File: config.mk
export PLATFORM = sky130hd
export DESIGN_NAME = acri_ctrl
export DESIGN_NICKNAME = d
export VERILOG_FILES = /design/src/acri_pkg.sv /design/src/acri_ctrl.sv
export SDC_FILE = /design/constraint.sdc
export NUM_CORES = 1
export LEC_CHECK = 0
export BUFFER_PORTS_ARGS = -buffer_cell sky130_fd_sc_hd__buf_4
export CAP_MARGIN = 15
export CORE_MARGIN = 1
export CORE_UTILIZATION = 25
export DETAILED_ROUTE_END_ITERATION = 8
export GPL_ROUTABILITY_DRIVEN = 0
export SYNTH_ARGS = -nofsm -noshare
export SYNTH_HDL_FRONTEND = slang
export SYNTH_SLANG_ARGS = --single-unit
File: constraint.sdc
create_clock -name clk -period 2.2 [get_ports clk]
set_input_delay 0.44 -clock clk [delete_from_list [all_inputs] [get_ports clk]]
set_output_delay 0.44 -clock clk [all_outputs]
set_load 0.02 [all_outputs]
File: src/acri_pkg.sv
// shared types, constants and fixed-point helpers for the collide/resolve/integrate block
// no dependencies
`timescale 1ns / 1ps

package acri_pkg;

	localparam int MAX_COLLIDERS = 64;
	localparam int AW = (MAX_COLLIDERS > 1) ? $clog2(MAX_COLLIDERS) : 1;
	localparam int CW = $clog2(MAX_COLLIDERS + 1);
	localparam logic signed [16:0] DAMP_Q16 = 17'sd52429;

	localparam logic [1:0] CFG_GRAVITY  = 2'd0;
	localparam logic [1:0] CFG_DRAG     = 2'd1;
	localparam logic [1:0] CFG_FRICTION = 2'd2;
	localparam logic [1:0] CFG_COUNT    = 2'd3;

	typedef struct packed {
		logic signed [31:0] x;
		logic signed [31:0] y;
		logic [30:0]        w;
		logic [30:0]        h;
		logic [15:0]        tag;
	} box_t;

	typedef enum logic [3:0] {
		ST_IDLE, ST_WALK, ST_DRAIN, ST_MULS, ST_ADD, ST_DRAG,
		ST_SUB, ST_FRIC, ST_POS, ST_OUT
	} state_t;

	typedef enum logic [3:0] {
		OP_NONE, OP_START, OP_MULS, OP_ADD, OP_DRAG, OP_SUB, OP_FRIC, OP_POS, OP_OUT
	} op_t;

	typedef struct packed {
		op_t           op;
		logic          wr_en;
		logic          rd_en;
		logic [AW-1:0] rd_addr;
	} cmd_t;

	typedef struct packed {
		logic          pipe_busy;
		logic          out_free;
		logic [CW-1:0] walk_n;
	} sts_t;

	function automatic logic signed [35:0] sx36(input logic signed [31:0] a);
		return {{4{a[31]}}, a};
	endfunction

	function automatic logic signed [31:0] sat32(input logic signed [35:0] v);
		if (v > 36'sd2147483647)
			return 32'sh7fffffff;
		else if (v < -36'sd2147483648)
			return 32'sh80000000;
		else
			return v[31:0];
	endfunction

	// exact product, floor shift by 16, saturate
	function automatic logic signed [31:0] mul_q16(input logic signed [32:0] a,
			input logic signed [16:0] b);
		logic signed [49:0] p;
		p = a * b;
		return sat32({{2{p[49]}}, p[49:16]});
	endfunction

endpackage

File: src/acri_ctrl.sv
// controller: sequences table walk and velocity update steps
// depends on acri_pkg
`timescale 1ns / 1ps

module acri_ctrl (
	input  logic          clk,
	input  logic          arst_n,
	input  logic          in_valid,
	output logic          in_ready,
	input  logic          kind,
	input  acri_pkg::sts_t sts,
	output acri_pkg::cmd_t cmd
);
	import acri_pkg::*;

	state_t        state_q, state_d;
	logic [CW-1:0] cnt_q, cnt_d;

	always_ff @(posedge clk or negedge arst_n) begin
		if (!arst_n) begin
			state_q <= ST_IDLE;
			cnt_q   <= '0;
		end else begin
			state_q <= state_d;
			cnt_q   <= cnt_d;
		end
	end

	always_comb begin
		state_d     = state_q;
		cnt_d       = cnt_q;
		in_ready    = 1'b0;
		cmd.op      = OP_NONE;
		cmd.wr_en   = 1'b0;
		cmd.rd_en   = 1'b0;
		cmd.rd_addr = cnt_q[AW-1:0];
		unique case (state_q)
			ST_IDLE: begin
				in_ready = 1'b1;
				cnt_d    = '0;
				if (in_valid && !kind)
					cmd.wr_en = 1'b1;
				else if (in_valid) begin
					cmd.op  = OP_START;
					state_d = (sts.walk_n == '0) ? ST_MULS : ST_WALK;
				end
			end
			ST_WALK: begin
				cmd.rd_en = 1'b1;
				if (cnt_q == sts.walk_n - CW'(1))
					state_d = ST_DRAIN;
				else
					cnt_d = cnt_q + CW'(1);
			end
			ST_DRAIN: if (!sts.pipe_busy) state_d = ST_MULS;
			ST_MULS: begin cmd.op = OP_MULS; state_d = ST_ADD;  end
			ST_ADD:  begin cmd.op = OP_ADD;  state_d = ST_DRAG; end
			ST_DRAG: begin cmd.op = OP_DRAG; state_d = ST_SUB;  end
			ST_SUB:  begin cmd.op = OP_SUB;  state_d = ST_FRIC; end
			ST_FRIC: begin cmd.op = OP_FRIC; state_d = ST_POS;  end
			ST_POS:  begin cmd.op = OP_POS;  state_d = ST_OUT;  end
			ST_OUT: begin
				if (sts.out_free) begin
					cmd.op  = OP_OUT;
					state_d = ST_IDLE;
				end
			end
			default: state_d = ST_IDLE;
		endcase
	end

endmodule

Word level (Yosys, flattened, before mapping)
Index checks and enable logic that the tools add are counted.
{ "word_totals": {"output_inout_bits": 13, "reg_bits": 11, "wordCells": 44} }
{ "classes": {"reduce_logical": 7, "eq_ne": 16, "addsub": 2, "n_mux": 17} }
{ "op_table": {"columns": ["operator", "n"], "rows": [
  ["$pmux 4 s10", 1],
  ["$pmux 4 s8", 1],
  ["$mux 4", 6],
  ["$eq 4x3->1 const B", 4],
  ["$pmux 7 s2", 1],
  ["$ne 2x2->1 const B", 6],
  ["$eq 4x2->1 const B", 2],
  ["$eq 4x4->1 const B", 2],
  ["$add 7x1->7 const B", 1],
  ["$eq 7x7->1", 1],
  ["$logic_not 7->1", 1],
  ["$mux 7", 1],
  ["$sub 7x1->7 const B", 1],
  ["$mux 1", 6],
  ["$reduce_and 5->1", 1],
  ["$eq 4x1->1 const B", 1],
  ["$logic_not 4->1", 1],
  ["$mux 2", 1],
  ["$reduce_and 2->1", 1],
  ["$reduce_bool 2->1", 1],
  ["$logic_and 1x1->1", 1],
  ["$logic_not 1->1", 1]
]} }

Longest topological paths before layout
{ "depth": {"word_depth": 5, "depth_mapped": 7} }

Least setup slack after synthesis
Ideal clock, no wire load.
{ "synth_timing": {"kind": "input to register", "startpoint": "in sts[2] in the netlist's numbering", "endpoint": "reg state_q[1]", "cell_stages": 5, "path_slack_ns": -0.031, "setup_ns": 0.092, "required_time_ns": 2.108, "t_arrival_ns": 2.139, "n_path_buf": 0, "path_cell_list": "or3_4 > or3_4 > a2111oi_4 > a31oi_2 > o31ai_2"} }
{ "synth_via": {"elab_chain_cells": 5, "word_cells_on_any_way": 9} }
{ "synth_rtl": {"columns": ["element", "line", "text"], "rows": [
  ["from (decl)", "acri_ctrl.sv:11", "input acri_pkg::sts_t sts,"],
  ["branches (longest 5 deep; another with $sub 7x1->7)", null, null],
  ["to (signal assigned)", "acri_ctrl.sv:24", "state_q <= state_d;"],
  ["to (decl)", "acri_ctrl.sv:16", "state_t state_q, state_d;"]
]} }
Parallel ways; which one is timed is not known. The select of a mux whose other input is x is not followed.
A chain may end at the register's enable or synchronous reset.

==> flow_metrics.py <==
metrics = {
    "clock_tree": {
        "cts_sinks": 11,
        "postCtsHoldBufs": 0,
        "clkLatencyLatePin_ns": 0.24,
        "cts_tree": "built",
        "postCtsSetupBuffers": 0,
        "clk_path_buf_depth": 2,
        "htree_num_levels": 1,
        "root_buffer": "clkbuf_8",
        "path_clk_slew_ns": 0.05,
        "numCtsBuffers": 3,
    },
    "synthesis": {
        "synth-edff-count": 0,
        "synth_warnings": 0,
        "synth_area_leaders": "dfrtp_1 (26%), nand2_1 (4.9%), xnor2_1 (4.9%)",
        "synth_area_mm2": 0.00108,
        "ys_ff_latch": 11,
        "ys_types": 42,
        "synth_top_area_share_pct": 25.5,
        "synth_fp_nets": 145,
        "async_reset_ff_share_pct": 100,
        "ys.flop_type": "dfrtp_1",
        "synth_top_cell_by_area": "dfrtp_1",
        "yosysSeqAreaShare_pct": 25.5,
        "avgSynthCellArea_um2": 8.30,
        "synthCells": 130,
    },
    "finish": {
        "fin_nets": 182,
        "area_delta_synth_final_pct": 34.7,
        "diodes": 0,
        "drive_gt1_share_pct": 34.3,
        "multi_input_area_um2": 721,
        "seqCellArea_um2": 275,
        "fillers": 423,
    },
    "route": {
        "wl_per_cell_um": 13.2,
        "drc_errors": 0,
        "vias": 1106,
        "detail-route-antenna-nets": 0,
        "totalWireLength_mm": 2.85,
        "dr.pass1.iters": 4,
        "vias_per_cell": 5.12,
        "drt_iter0_drc": 59,
    },
    "global_route": {
        "grt_pass1_vias": 997,
        "grt.overflow.total": 0,
        "grt_pass1_wl_mm": 4.56,
        "grt_antenna_before_repair": 0,
        "grt_max_degree": 13,
        "grt.total_usage_pct": 13.3,
    },
    "critical_path": {
        "cp.arrival_ns": 1.68,
        "cp-start-kind": "flop",
        "criticalPathCategory": "flop to output port",
        "cp.required_ns": 1.76,
        "crit_path_end_kind": "output port",
        "r2r_slack_ns": 0.32,
        "max_stage_delay_ns": 0.62,
        "crit_fanout": 10,
        "reg2reg_depth": 7,
        "worstPathCellList": "or4b_4, inv_2, buf_4",
        "worst-path-stages": 3,
        "crit_buf_inv": 2,
        "crit_slowest_cell": "or4b_4",
        "crit_family": "simple AND/OR/NAND/NOR gates",
    },
    "die": {
        "die_width_um": 67.7,
        "die_y_um": 67.7,
        "rows": 23,
        "initial_core_util_pct": 26.6,
        "die_area_mm2": 0.00458,
        "io_pins": 26,
        "core_area_mm2": 0.00406,
    },
    "place": {
        "portBuffers": 25,
        "dpl.hpwl_mm": 2.22,
        "dp_slack_ns": -0.155,
    },
    "sta": {
        "setup_viol": 0,
        "drv_slew": 0,
        "period_minus_slack_ns": 2.12,
        "relSlewSlack_pct": 72.9,
        "skew_ns": 0.00469,
        "rsz0062_at_grt": "false",
        "tns_ns": 0,
        "max_slew.worst_pin.slew_ns": 0.402,
        "setup_ws_ns": 0.0834,
        "max_freq_mhz": 472,
        "timing.hold.ws_ns": 0.0186,
        "final-hold-violation-count": 0,
        "finalCritPeriodShare_pct": 96.2,
    },
    "min_path": {
        "hold_class": "input port to async pin",
    },
    "power": {
        "p_leak_nw": 0.649,
        "ir_worst_vdd_uv": 449,
        "p_per_area_mw_per_mm2": 1110,
    },
    "job": {
        "cap_violations": 0,
    },
    "status": {
        "status": "complete, no violations",
    },
}
## path summary, 6_finish.rpt
path / start / endpoint
worst max-delay path: state_q[1] / cmd[6]
worst min-delay path: arst_n / state_q[3]
worst max register to register: cnt_q[6] / state_q[1]
worst min register to register: cnt_q[6] / cnt_q[6]
max in group asynchronous: arst_n / cnt_q[1]
min in group clk: sts[7] / state_q[3]
## report_power, final
| group | switching (mW) | total, mW | leakage (nW) | internal (mW) |
|---|---|---|---|---|
| clock | 0.0833 | 0.211 | 0.0228 | 0.128 |
| combinational | 0.568 | 1.02 | 0.483 | 0.451 |
| sequential | 0.106 | 0.376 | 0.144 | 0.270 |
| total | 0.757 | 1.61 | 0.649 | 0.849 |
## cells in the mapped netlist (all sizes together), types with 2 or more instances
cell type  count
nand2         14
dfrtp         11
o21ai          8
inv            7
buf            6
nor2           6
xnor2          6
clkbuf         5
mux2i          5
nand2b         5
or3            5
a31oi          4
nand3          4
nor2b          4
a21oi          3
a311o          3
nand4          3
a211oi         2
ha             2
nand3b         2
nor3           2
o221ai         2
o31a           2
o31ai          2
or2            2
or4            2
xor2           2
## sequential cells by signal (all words and copies together) (netlist names)
register,flops
cnt_q,7
state_q,4
## worst register-to-register path, delay by kind of cell (launching register included)
| family | cells | cell delay, ns |
|---|---|---|
| xor+xnor | 1 | 0.19 |
| compound gates | 4 | 0.84 |
| flops | 1 | 0.40 |
| buf+inv | 2 | 0.35 |
## per-layer routing
| layer | share of wire [%] | global-route usage, % |
|---|---|---|
| met4 | 0.67 | 3.19 |
| met3 | 5.8 | 2.70 |
| met1 | 49 | 17.7 |
| met5 | 0 | 0 |
| met2 | 44 | 21.8 |
## logic make-up (layout without fill, tap and decap cells)
logic type      Yosys count  after routing  synth area share [%]
flops                    11             11                  25.5
fa+ha+maj                 2              2                  2.32
mux                       5              5                  4.64
buf+inv                  18             54                  8.35
simple gates             55             55                  29.4
compound gates           31             31                  23.3
xor+xnor                  8              8                  6.50
## metrics by stage
stage          power [mW]  utilization (%)  cell area [µm²]  std cells
2_1_floorplan        1.04                -             1080        130
3_3_place_gp         1.37             34.5             1400        212
3_5_place_dp         1.38             34.5             1400        212
4_1_cts              1.60             35.7             1450        216
5_1_grt              1.72             35.8             1450        216
6_report             1.61             35.8             1450        216
## final cells by class
class / instances / area share (%)
clock buffer: 4 / 3.10
sequential: 11 / 18.9
timing repair buffer: 43 / 22.2
multi-input combinational: 101 / 49.6
inverter: 7 / 1.81
tap: 50 / 4.31
## layout by cell type (no fill, tap or decap), drive strengths merged, types with 3 or more instances in the layout
cell type,count
a21oi,3
a311o,3
a31oi,4
buf,43
clkbuf,4
dfrtp,11
inv,7
mux2i,5
nand2,14
nand2b,5
nand3,4
nand4,3
nor2,6
nor2b,4
o21ai,8
or3,5
xnor2,6
## timing repair
action	4_1_cts	5_1_grt
cloned	0	0
resized for setup	1	1
setup endpoints to repair	1	1
endpoints found under the hold margin	0	0
(Power assumes the default switching activity.)
